[src/hdl/ppp_pkg.sv]
// ----------------------------------------------------------------------------
// ppp_pkg
// Shared widths, register indexes and item types of the point projection.
// ----------------------------------------------------------------------------
package ppp_pkg;

  localparam int FRAC_BITS = 16;
  localparam int COORD_W   = 32;
  localparam int COEF_W    = 32;
  localparam int CFG_W     = 64;
  localparam int SCALE_W   = 14;
  localparam int IDX_W     = 3;
  localparam int PROD_W    = 2 * COEF_W;
  localparam int FLR_W     = PROD_W - FRAC_BITS;
  localparam int DOT_W     = FLR_W + 2;
  localparam int DEN_W     = DOT_W + 1;
  localparam int NUM_W     = DOT_W + SCALE_W + FRAC_BITS;
  localparam int QB        = 41;
  localparam int CMP_W     = DEN_W + QB;
  localparam int RES_W     = QB + SCALE_W + 2;
  localparam int NST       = QB + 3;
  localparam int VIS_MIN   = (2 ** FRAC_BITS + 9) / 10;

  localparam int FIFO_DEPTH = 4;
  localparam int PTR_W      = $clog2(FIFO_DEPTH);
  localparam int CNT_W      = PTR_W + 1;

  localparam logic [QB-1:0] QUOT_CAP = {1'b1, {(QB - 1){1'b0}}};

  localparam logic [IDX_W-1:0] REG_X_LO = 3'd0;
  localparam logic [IDX_W-1:0] REG_X_HI = 3'd1;
  localparam logic [IDX_W-1:0] REG_Y_LO = 3'd2;
  localparam logic [IDX_W-1:0] REG_Y_HI = 3'd3;
  localparam logic [IDX_W-1:0] REG_D_LO = 3'd4;
  localparam logic [IDX_W-1:0] REG_D_HI = 3'd5;
  localparam logic [IDX_W-1:0] REG_SW   = 3'd6;
  localparam logic [IDX_W-1:0] REG_SH   = 3'd7;

  localparam logic [SCALE_W-1:0] SW_RESET = 14'd640;
  localparam logic [SCALE_W-1:0] SH_RESET = 14'd480;

  typedef struct packed {
    logic [CFG_W-1:0] x_lo;
    logic [CFG_W-1:0] x_hi;
    logic [CFG_W-1:0] y_lo;
    logic [CFG_W-1:0] y_hi;
    logic [CFG_W-1:0] d_lo;
    logic [CFG_W-1:0] d_hi;
  } coef_t;

  typedef struct packed {
    logic signed [DOT_W-1:0] x;
    logic signed [DOT_W-1:0] y;
    logic signed [DOT_W-1:0] w;
    logic                    vis;
  } entry_t;

endpackage

[src/hdl/ppp_fifo.sv]
// ----------------------------------------------------------------------------
// ppp_fifo
// Short queue of classified items between the front and the back.
// ----------------------------------------------------------------------------
module ppp_fifo (
  input  logic            clk_i,
  input  logic            rst_ni,
  input  logic            push_i,
  input  ppp_pkg::entry_t data_i,
  output logic            full_o,
  input  logic            pop_i,
  output logic            empty_o,
  output ppp_pkg::entry_t data_o
);
  import ppp_pkg::*;

  entry_t           mem_q [FIFO_DEPTH];
  logic [PTR_W-1:0] wr_q, rd_q;
  logic [CNT_W-1:0] cnt_q;

  assign full_o  = cnt_q == CNT_W'(FIFO_DEPTH);
  assign empty_o = cnt_q == '0;
  assign data_o  = mem_q[rd_q];

  always_ff @(posedge clk_i or negedge rst_ni) begin
    if (!rst_ni) begin
      wr_q  <= '0;
      rd_q  <= '0;
      cnt_q <= '0;
    end else begin
      if (push_i) wr_q <= wr_q + PTR_W'(1);
      if (pop_i)  rd_q <= rd_q + PTR_W'(1);
      if (push_i && !pop_i)      cnt_q <= cnt_q + CNT_W'(1);
      else if (pop_i && !push_i) cnt_q <= cnt_q - CNT_W'(1);
    end
  end

  always_ff @(posedge clk_i) begin
    if (push_i) mem_q[wr_q] <= data_i;
  end

endmodule

[config.mk]
export PLATFORM = sky130hd
export DESIGN_NAME = ppp_fifo
export DESIGN_NICKNAME = d
export VERILOG_FILES = /design/src/hdl/ppp_pkg.sv /design/src/hdl/ppp_fifo.sv
export SDC_FILE = /design/constraint.sdc
export NUM_CORES = 1
export LEC_CHECK = 0
export BUFFER_PORTS_ARGS = -buffer_cell sky130_fd_sc_hd__buf_2
export CELL_PAD_IN_SITES_DETAIL_PLACEMENT = 0
export CELL_PAD_IN_SITES_GLOBAL_PLACEMENT = 1
export CORE_ASPECT_RATIO = 2
export CORE_MARGIN = 3
export CORE_UTILIZATION = 50
export CTS_CLUSTER_SIZE = 25
export DETAILED_ROUTE_END_ITERATION = 12
export PLACE_DENSITY_LB_ADDON = 0.1
export SYNTH_ARGS = -nofsm -noshare
export SYNTH_HDL_FRONTEND = slang
export SYNTH_SLANG_ARGS = --single-unit
export TNS_END_PERCENT = 100
[constraint.sdc]
create_clock -name clk_i -period 5.8 [get_ports clk_i]
set_input_delay 0.58 -clock clk_i [delete_from_list [all_inputs] [get_ports clk_i]]
set_output_delay 0.58 -clock clk_i [all_outputs]
set_load 0.03 [all_outputs]
==> impl_summary.md <==
Job
The reported max-cap violation count is 0.

Logic synthesis
The synthesized design spends more area on one cell type than any other, namely sky130_fd_sc_hd__edfxtp_1. Counting every instance in the synthesized netlist gives 823. The sequential element share of the synthesized area is 82.7%.

In this run the cell area of the synthesized design comes to 0.0221 mm². The synthesis warning total is 0. The post-synthesis area per instance is 26.9 µm².

After synthesis, the largest area contributor takes up 81.9% of total cell area. The number of storage elements in the synthesis netlist is 611. The synthesized netlist contains 19 unique library cells. The number of nets handed over by synthesis was 984. Sorting the synthesized cells by area gives the leading types as sky130_fd_sc_hd__edfxtp_1 (82%), sky130_fd_sc_hd__mux4_2 (15%), sky130_fd_sc_hd__dfrtp_1 (0.79%), sky130_fd_sc_hd__buf_6 (0.46%), sky130_fd_sc_hd__buf_2 (0.41%).

CTS
The TritonCTS clock tree is yes. Counting every sink on the clock net gives 611. CTS built an H-tree with a depth of 2. Once the clock tree was built, the setup fixing pass inserted 0 buffers. The number of clock buffers inserted by TritonCTS is 50. The clock input transition at the sequential cells of the worst setup and hold paths is 0.06 ns.

For the worst-skew pair, the clock arrives at the later sink with an insertion delay of 0.56 ns. The worst-case clock buffer depth is 3. CTS placed an instance of sky130_fd_sc_hd__clkbuf_16 at the clock tree root.

Timing
Setup repair after global routing left no endpoint under its margin. In this run the tightest slew margin relative to its limit is 40.0%. The tightest hold path in the finished design has a slack of 0.228 ns.

The number of max-slew violations in the final report is 0. On the final layout, the worst clock skew is 0.0127 ns. After layout, the minimum clock period comes to 3.54 ns. The actual slew at the worst max-slew pin is 0.900 ns. The number of failing hold endpoints at the final stage is 0. The final-layout setup total negative slack is 0 ns. Setup violations remaining at the end of the flow were counted as 0. In the finished design, the share of the clock period the worst path needs comes to 61.0%. Static timing analysis puts the maximum clock frequency at 282 MHz.

Final layout
The area used by sequential logic in the layout is 0.0183 mm². The multi-input combinational cells in the finished layout cover a total of 0.00361 mm². Compared with the post-synthesis result, the final layout area differs by 17.3%. The layout has 3,155 filler cells. The cell area after layout is 0.0260 mm².

The core utilization of the finished layout is 59.5%. The number of nets in the layout is 1,323. In the final layout, the share of cells above drive strength 1 is 45.4%.

Floorplanning
The initial core utilization is 50.7%. The full die area is 0.0470 mm². The site row count is 108.

Pin placement for this block handled 308 I/O pins. The floorplan core area is 0.0436 mm². From bottom edge to top edge, the die measures 304 µm. The width of the chip is 155 µm.

Detailed routing
After detailed routing, the average wire length per cell comes to 24.4 µm. The average vias per placed instance is 5.51. The detail route stage leaves a number of antenna-violating nets equal to 0. Summed over all nets, wire length on met3 after detailed routing comes to 3070 µm. The routed design has 43,000 µm of wire. The detailed-routed wire length on met2 is 22,600 µm. The initial DRC count is 564.

Before antenna repair, the detailed router went through 4 iterations. The final route contains 9,726 vias. The remaining routing DRC violations is 0.

The routed metal-1 wirelength is 15,800 µm. Routed signal wires occupy layers up through met5.

Placement
Buffers placed on the I/O ports in this run total 307. The cell area reported after detailed placement is 0.0243 mm². After legalization and detailed placement, the total HPWL measured 26,300 µm. The final estimated routing congestion in global placement is 0.744.

Worst setup path
The longest individual stage delay on the worst path is 0.82 ns. The kind of end point of the critical path is an output pin. The maximum fanout along the worst path is 39. The cell with the biggest individual delay on the critical path is sky130_fd_sc_hd__dfrtp_4.

The critical path in this run is classified as reg -> out. The data arrival time of the critical path is 2.96 ns. STA classifies the critical path startpoint as a register. The signal on the critical path passes through buf_4 > mux4_2 > buf_2.

The required time reported for the critical path endpoint is 5.22 ns.

Global route
The number of global-route vias before repair is 10,618. The total overflow left after global routing is 0. The maximum number of pins on one net before global-route repair is 112. The first global-routing pass estimated 65,600 µm of wire. The number of antenna violations at the first check in global routing is 12. Global routing used 18.5% of the available tracks.

Pwr
In this run the power density over the cells is 544 mW/mm². Across the VDD grid, the largest voltage drop is 0.378 mV. In this run the static leakage power is 8.80 nW.

Run status
The flow ran to the end, and the final reports show no timing, DRC or antenna violations.

Worst hold path
The tightest min-delay check is of the in -> reg type.
-- metal layers --
layer | vias to the layer above | track usage, %
li1 | 4255 | -
met4 | 4 | 7.18
met5 | - | 0
met2 | 313 | 31.4
met1 | 5081 | 22.5
met3 | 73 | 5.23
-- cells by family (layout without fill, tap and decap cells) --
| kind of cell | Yosys count | in the layout | share of synthesized area, % |
|---|---|---|---|
| buffers and inverters | 38 | 419 | 1.07 |
| flip-flops | 611 | 611 | 82.7 |
| multiplexers | 152 | 152 | 15.4 |
| other | 0 | 10 | 0 |
| adder cells (fa/ha/maj) | 6 | 6 | 0.373 |
| AO/OA/AOI/OAI | 1 | 1 | 0.0226 |
| XOR/XNOR | 6 | 6 | 0.237 |
| AND/OR/NAND/NOR | 9 | 9 | 0.220 |
-- worst paths after layout --
kind	startpoint	to	slack, ns	cells past startpoint
max in group asynchronous	rst_ni	rd_q[0]$_DFFE_PN0P_	5.17	2
hold / removal	data_i[16]	mem_q[0][16]$_DFFE_PP_	0.23	1
hold reg to reg	cnt_q[2]$_DFFE_PN0P_	cnt_q[2]$_DFFE_PN0P_	0.49	1
setup reg to reg	wr_q[1]$_DFFE_PN0P_	mem_q[1][59]$_DFFE_PP_	3.42	4
min in group asynchronous	rst_ni	cnt_q[1]$_DFFE_PN0P_	0.41	2
setup / recovery	rd_q[0]$_DFFE_PN0P_	data_o[110]	2.26	3
-- stage by stage --
step                      setup slack (ns)  power (mW)  instances
after global placement                2.71        11.1       1659
after detailed placement              2.70        11.1       1659
after global routing                  1.97        14.8       1761
after CTS                             2.09        14.4       1754
final                                 2.26        14.1       1764
after floorplan                       1.20        9.72        823
-- repair_timing --
| action | CTS | global route |
|---|---|---|
| hold buffers | 1 | 0 |
| gates resized for setup | 0 | 0 |
| hold endpoints to repair | 7 | 0 |
-- report_power, final --
| group | switching, mW | internal [mW] | leakage [nW] | total, mW |
|---|---|---|---|---|
| logic | 3.08 | 1.70 | 2.38 | 4.78 |
| clock network | 1.44 | 1.86 | 0.791 | 3.30 |
| registers | 0.301 | 5.77 | 5.63 | 6.07 |
-- layout make-up --
| type | instances | area share (%) |
|---|---|---|
| clock inverters | 28 | 0.871 |
| flip-flops and latches | 611 | 70.5 |
| inverters | 4 | 0.0578 |
| repair buffers | 321 | 6.61 |
| multi-input cells | 174 | 13.9 |
| well taps | 550 | 2.65 |
| clock buffers | 66 | 5.33 |
| diodes | 10 | 0.0963 |
-- cell usage after synthesis (all sizes together) --
cell type and instances:
nor3b 1, nand2 2, xor2 4, fa 1, ha 5, clkbuf 6
xnor2 2, mux4 151, buf 28, inv 4, edfxtp 604, and2 4
nor3 1, nor2 1, dfrtp 7, o21ai 1, mux2 1
-- critical path: cells and delay by family (launching register included) --
kind,cells,cell delay [ns]
muxes,1,0.62
buffers and inverters,2,0.93
DFF,1,0.82
-- layout by cell type, fill, tap and decap left out, drive strengths merged --
cell,instances
xor2,4
nor3b,1
xnor2,2
ha,5
mux4,151
clkinvlp,1
mux2,1
o21ai,1
clkinv,23
nor2,1
dlygate4sd3,1
edfxtp,604
fa,1
nor3,1
bufinv,4
dfrtp,7
diode,10
clkbuf,66
inv,4
and2,4
nand2,2
buf,320
-- registers in the layout, indices dropped and copies added (netlist names) --
signal / flops
mem_q: 604
cnt_q: 3
rd_q: 2
wr_q: 2
Note: power is estimated with default switching activity, not from simulation.
